--- src/hw/rtl/nearest_path_point_search_assert.svh ---
// assertion macros for the nearest path point search block
`ifndef NEAREST_PATH_POINT_SEARCH_ASSERT_SVH
`define NEAREST_PATH_POINT_SEARCH_ASSERT_SVH

// property holds at every clock edge outside reset
`define NPPS_ASSERT(name, prop, msg) \
  name: assert property (@(posedge clk_i) disable iff (!rst_ni) (prop)) else $error(msg);

// condition never occurs outside reset
`define NPPS_ASSERT_NEVER(name, cond, msg) \
  name: assert property (@(posedge clk_i) disable iff (!rst_ni) !(cond)) else $error(msg);

`endif

--- src/hw/rtl/npps_pkg.sv ---
// shared types and constants for the nearest path point search block
package npps_pkg;

  localparam int unsigned MaxPoints = 4096;
  localparam int unsigned IdxW      = $clog2(MaxPoints);
  localparam int unsigned CntW      = IdxW + 1;
  localparam int unsigned CoordW    = 24;
  localparam int unsigned HeadW     = 16;
  localparam int unsigned DistW     = 51;
  localparam int unsigned EntryW    = 2 * CoordW + HeadW;
  localparam int unsigned AbsW      = CoordW + 1;
  localparam int unsigned SqW       = 2 * AbsW;

  localparam logic [DistW-1:0] LimitReset      = DistW'(14745600);
  localparam logic [HeadW-1:0] QuarterTurn     = HeadW'(16384);
  localparam logic [HeadW-1:0] NegQuarterTurn  = HeadW'(49152);

  typedef enum logic [1:0] {
    OP_CLEAR  = 2'd0,
    OP_APPEND = 2'd1,
    OP_QUERY  = 2'd2
  } opcode_e;

  typedef enum logic [1:0] {
    STAT_OK    = 2'd0,
    STAT_FULL  = 2'd1,
    STAT_NOFIT = 2'd2
  } status_e;

  typedef enum logic [1:0] {
    S_IDLE,
    S_SCAN,
    S_DRAIN,
    S_DONE
  } state_e;

  typedef struct packed {
    logic accept;
    logic issue;
    logic load_out;
  } ctrl_cmd_t;

  typedef struct packed {
    logic count_zero;
    logic scan_last;
    logic pipe_busy;
  } dp_stat_t;

endpackage

--- src/hw/rtl/npps_ctrl.sv ---
// controller state machine for the nearest path point search block
module npps_ctrl (
  input  logic              clk_i,
  input  logic              rst_ni,
  input  logic              s_valid_i,
  output logic              s_ready_o,
  input  logic [1:0]        opcode_i,
  output logic              m_valid_o,
  input  logic              m_ready_i,
  input  npps_pkg::dp_stat_t  stat_i,
  output npps_pkg::ctrl_cmd_t cmd_o
);
  import npps_pkg::*;

  state_e state_q, state_d;
  logic   out_valid_q, out_valid_d;
  logic   out_free;

  assign out_free  = !out_valid_q || m_ready_i;
  assign m_valid_o = out_valid_q;

  always_ff @(posedge clk_i or negedge rst_ni) begin
    if (!rst_ni) begin
      state_q     <= S_IDLE;
      out_valid_q <= 1'b0;
    end else begin
      state_q     <= state_d;
      out_valid_q <= out_valid_d;
    end
  end

  always_comb begin
    state_d   = state_q;
    cmd_o     = '0;
    s_ready_o = 1'b0;
    unique case (state_q)
      S_IDLE: begin
        s_ready_o = 1'b1;
        if (s_valid_i) begin
          cmd_o.accept = 1'b1;
          if (opcode_i == OP_QUERY && !stat_i.count_zero) begin
            state_d = S_SCAN;
          end else begin
            state_d = S_DONE;
          end
        end
      end
      S_SCAN: begin
        cmd_o.issue = 1'b1;
        if (stat_i.scan_last) begin
          state_d = S_DRAIN;
        end
      end
      S_DRAIN: begin
        if (!stat_i.pipe_busy) begin
          state_d = S_DONE;
        end
      end
      S_DONE: begin
        if (out_free) begin
          cmd_o.load_out = 1'b1;
          state_d        = S_IDLE;
        end
      end
      default: state_d = S_IDLE;
    endcase

    if (cmd_o.load_out) begin
      out_valid_d = 1'b1;
    end else if (m_ready_i) begin
      out_valid_d = 1'b0;
    end else begin
      out_valid_d = out_valid_q;
    end
  end

`include "nearest_path_point_search_assert.svh"

  `NPPS_ASSERT_NEVER(a_busy_accept, state_q != S_IDLE && s_ready_o, "item taken while busy")
  `NPPS_ASSERT(a_scan_holds, state_q == S_SCAN && !stat_i.scan_last |=> state_q == S_SCAN, "scan cut short")
  `NPPS_ASSERT_NEVER(a_scan_empty, state_q == S_SCAN && stat_i.count_zero, "scan of empty table")

endmodule

--- config.mk ---
export PLATFORM = sky130hd
export DESIGN_NAME = npps_ctrl
export DESIGN_NICKNAME = d
export VERILOG_FILES = /design/src/hw/rtl/npps_pkg.sv /design/src/hw/rtl/npps_ctrl.sv
export VERILOG_INCLUDE_DIRS = /design/src /design/src/hw/rtl
export SDC_FILE = /design/constraint.sdc
export NUM_CORES = 1
export LEC_CHECK = 0
export BUFFER_PORTS_ARGS = -buffer_cell sky130_fd_sc_hd__buf_2
export CAP_MARGIN = 20
export CORE_AREA = 2 2 39 41
export DETAILED_ROUTE_END_ITERATION = 6
export DIE_AREA = 0 0 41 43
export GPL_ROUTABILITY_DRIVEN = 0
export GPL_TIMING_DRIVEN = 0
export SYNTH_ARGS = -nofsm -noshare
export SYNTH_HDL_FRONTEND = slang
export SYNTH_SLANG_ARGS = --single-unit
--- constraint.sdc ---
create_clock -name clk_i -period 1.6 [get_ports clk_i]
set_input_delay 0.08 -clock clk_i [delete_from_list [all_inputs] [get_ports clk_i]]
set_output_delay 0.08 -clock clk_i [all_outputs]
set_load 0.1 [all_outputs]
==> impl_metrics.ini <==
[place]
numPortBuffers = 13
placedCellCount = 54
dp_hpwl_um = 412

[sta]
skew_ns = 0.001016
rsz0062_at_grt = false
tightestPinTransition_ns = 0.4843
final-max-slew-violation-count = 0
clock.fmax_mhz = 666.3
setup_viol = 0
fin_crit_ns = 1.501
hold_viol = 0
relSlewSlack_pct = 67.93
fin_crit_sh_pct = 93.80

[clock_network]
post_cts_buffers = 0
clkTransAtPathRegs_ns = 0.04
clock_sinks = 3
htreeDepth = 1
cts_root_buf = clkbuf_4
clock_path_buffers = 2
cts_made_buffers = 3
clock_latency_ns = 0.24
cts_tree = built

[logic_synthesis]
synth-async-reset-ratio_pct = 100.0
yosys.area.top_type = dfrtp_1
synth_edf_count = 0
synthTopCellsByCount = ha_1, dfrtp_1, nand2b_1
ys_seq_area_share_pct = 28.99
synth-seq-cells = 3
syn_area_per_cell_um2 = 10.36
netlist_top_cells_area = dfrtp_1, ha_1, nand3b_4
ys_types = 17
ys.warnings.count = 0
syn_area_um2 = 259.0
synth_top_flop_cell = dfrtp_1
synth_top_area_share_pct = 28.99
synth_cells = 25
syn_nets = 38
yosysMostFrequentCell = ha_1

[floorplanning]
initial_core_util_pct = 18.72
die_area_um2 = 1763
core_um2 = 1384
row_count = 14
die_w_um = 41
fp.dieH_um = 43
num_io_pins = 14

[grt]
grt-ovfl-total = 0
grt_max_degree = 7
track_usage_pct = 7.847
grt_pass1_vias = 245
grt_pass1_wl_um = 828
antenna_found_initial = 0

[route]
drc = 0
drt_wl_total_um = 515
ant_nets = 0
dr.pass1.iters = 4
via_per_inst = 4.051
initialDrtViolationCount = 6
via_count = 239
avgRoutedWirePerCell_um = 8.729

[critical_path]
arrival_ns = 1.42
crit_slowest_cell = buf_2
path_cells = inv_1 > ha_2 > buf_2
cpLargestDelayFamily = buffers and inverters
cp-end-kind = primary output
path_class = reg2out
worst_setup_path_start_kind = register
cp.required_ns = 1.52
cpPeakStageDelay_ns = 0.44
cp_num_buf_inv = 2
crit_fanout = 6

[final_layout]
ff_latch_area_um2 = 76.32
area_growth_pct = 51.69
nets = 57
final_cells = 59
fillers = 153
diodes = 0
drive_above_1_share_pct = 55.81
multiInputGateArea_um2 = 175.2

[run_status]
status = complete, no violations

[job]
maxCapViolations = 0

[worst_hold_path]
hp-class = in2reg
[tightest hold or removal path, cell delays in order]
cell and delay, ns:
buf_2 0.09, nand2b_1 0.11, nand2b_1 0.06
[per-layer routing]
layer	up-vias	global-route usage, %	part of all wire (%)	wire length (µm)
met1	106	7.120	40	208
met5	-	0	0	0
met2	8	10.94	48	245
li1	121	-	-	-
met4	0	10.00	4.7	24
met3	4	3.141	7.2	37
[registers in the layout, indices dropped and copies added (netlist names)]
signal     cells
m_valid_o      1
state_q        2
[through the flow]
stage,worst slack [ns],TNS (ns),cell area (µm²),util [%],hold slack [ns]
6_report,0.09916,0,392.9,28.39,0.1381
5_1_grt,0.04413,0,392.9,28.39,0.1425
4_1_cts,0.08489,0,392.9,28.39,0.1364
3_5_place_dp,0.2270,0,351.6,25.41,-0.1224
3_3_place_gp,0.2346,0,351.6,25.41,-0.1234
2_1_floorplan,-0.09954,-0.09954,266.5,-,-0.2156
[kinds of logic (layout without fill, tap and decap cells)]
| group | Yosys count | after routing | synth area share, % |
|---|---|---|---|
| buffers and inverters | 3 | 21 | 5.799 |
| DFF | 3 | 3 | 28.98 |
| and+or+nand+nor | 12 | 12 | 37.68 |
| adders and majority gates | 4 | 4 | 19.32 |
| AOI/OAI and AO/OA | 3 | 3 | 8.212 |
[path summary, 6_finish.rpt]
| check | slack [ns] | cells past startpoint | from | endpoint |
|---|---|---|---|---|
| hold reg to reg | 0.56 | 1 | state_q[1]$_DFFE_PN0P_ | state_q[1]$_DFFE_PN0P_ |
| min in group asynchronous | 0.17 | 2 | rst_ni | state_q[1]$_DFFE_PN0P_ |
| hold / removal | 0.14 | 3 | m_ready_i | m_valid_o$_DFFE_PN0P_ |
| setup reg to reg | 0.37 | 5 | state_q[1]$_DFFE_PN0P_ | state_q[0]$_DFFE_PN0P_ |
| setup / recovery | 0.1 | 3 | state_q[0]$_DFFE_PN0P_ | s_ready_o |
| max in group asynchronous | 1.32 | 2 | rst_ni | m_valid_o$_DFFE_PN0P_ |
[cell type report]
cell class | instances | share of cell area [%]
Buffer | 1 | 1.911
Clock buffer | 4 | 6.688
Inverter | 2 | 1.911
Multi-Input combinational cell | 19 | 44.59
Sequential cell | 3 | 19.43
Tap cell | 16 | 5.096
Timing Repair Buffer | 14 | 20.38
[what timing repair did]
action	in CTS	in global routing
hold buffers	1	0
setup endpoints to repair	2	0
resized for setup	2	0
endpoints found under the hold margin	3	0
[placed cells by master, fill, tap and decap left out, drive strengths merged]
cell type     n
o2bb2ai       1
inv           2
nand4bb       1
ha            4
and2          2
nand2b        4
dfrtp         3
nand3         1
nand4         1
clkbuf        4
buf          14
nand2         1
nand3b        1
nor4bb        1
o211ai        1
a21oi         1
dlygate4sd3   1
Power is not shown: default switching activity piles up to over one toggle a cycle in this logic, so the estimate is an artifact.
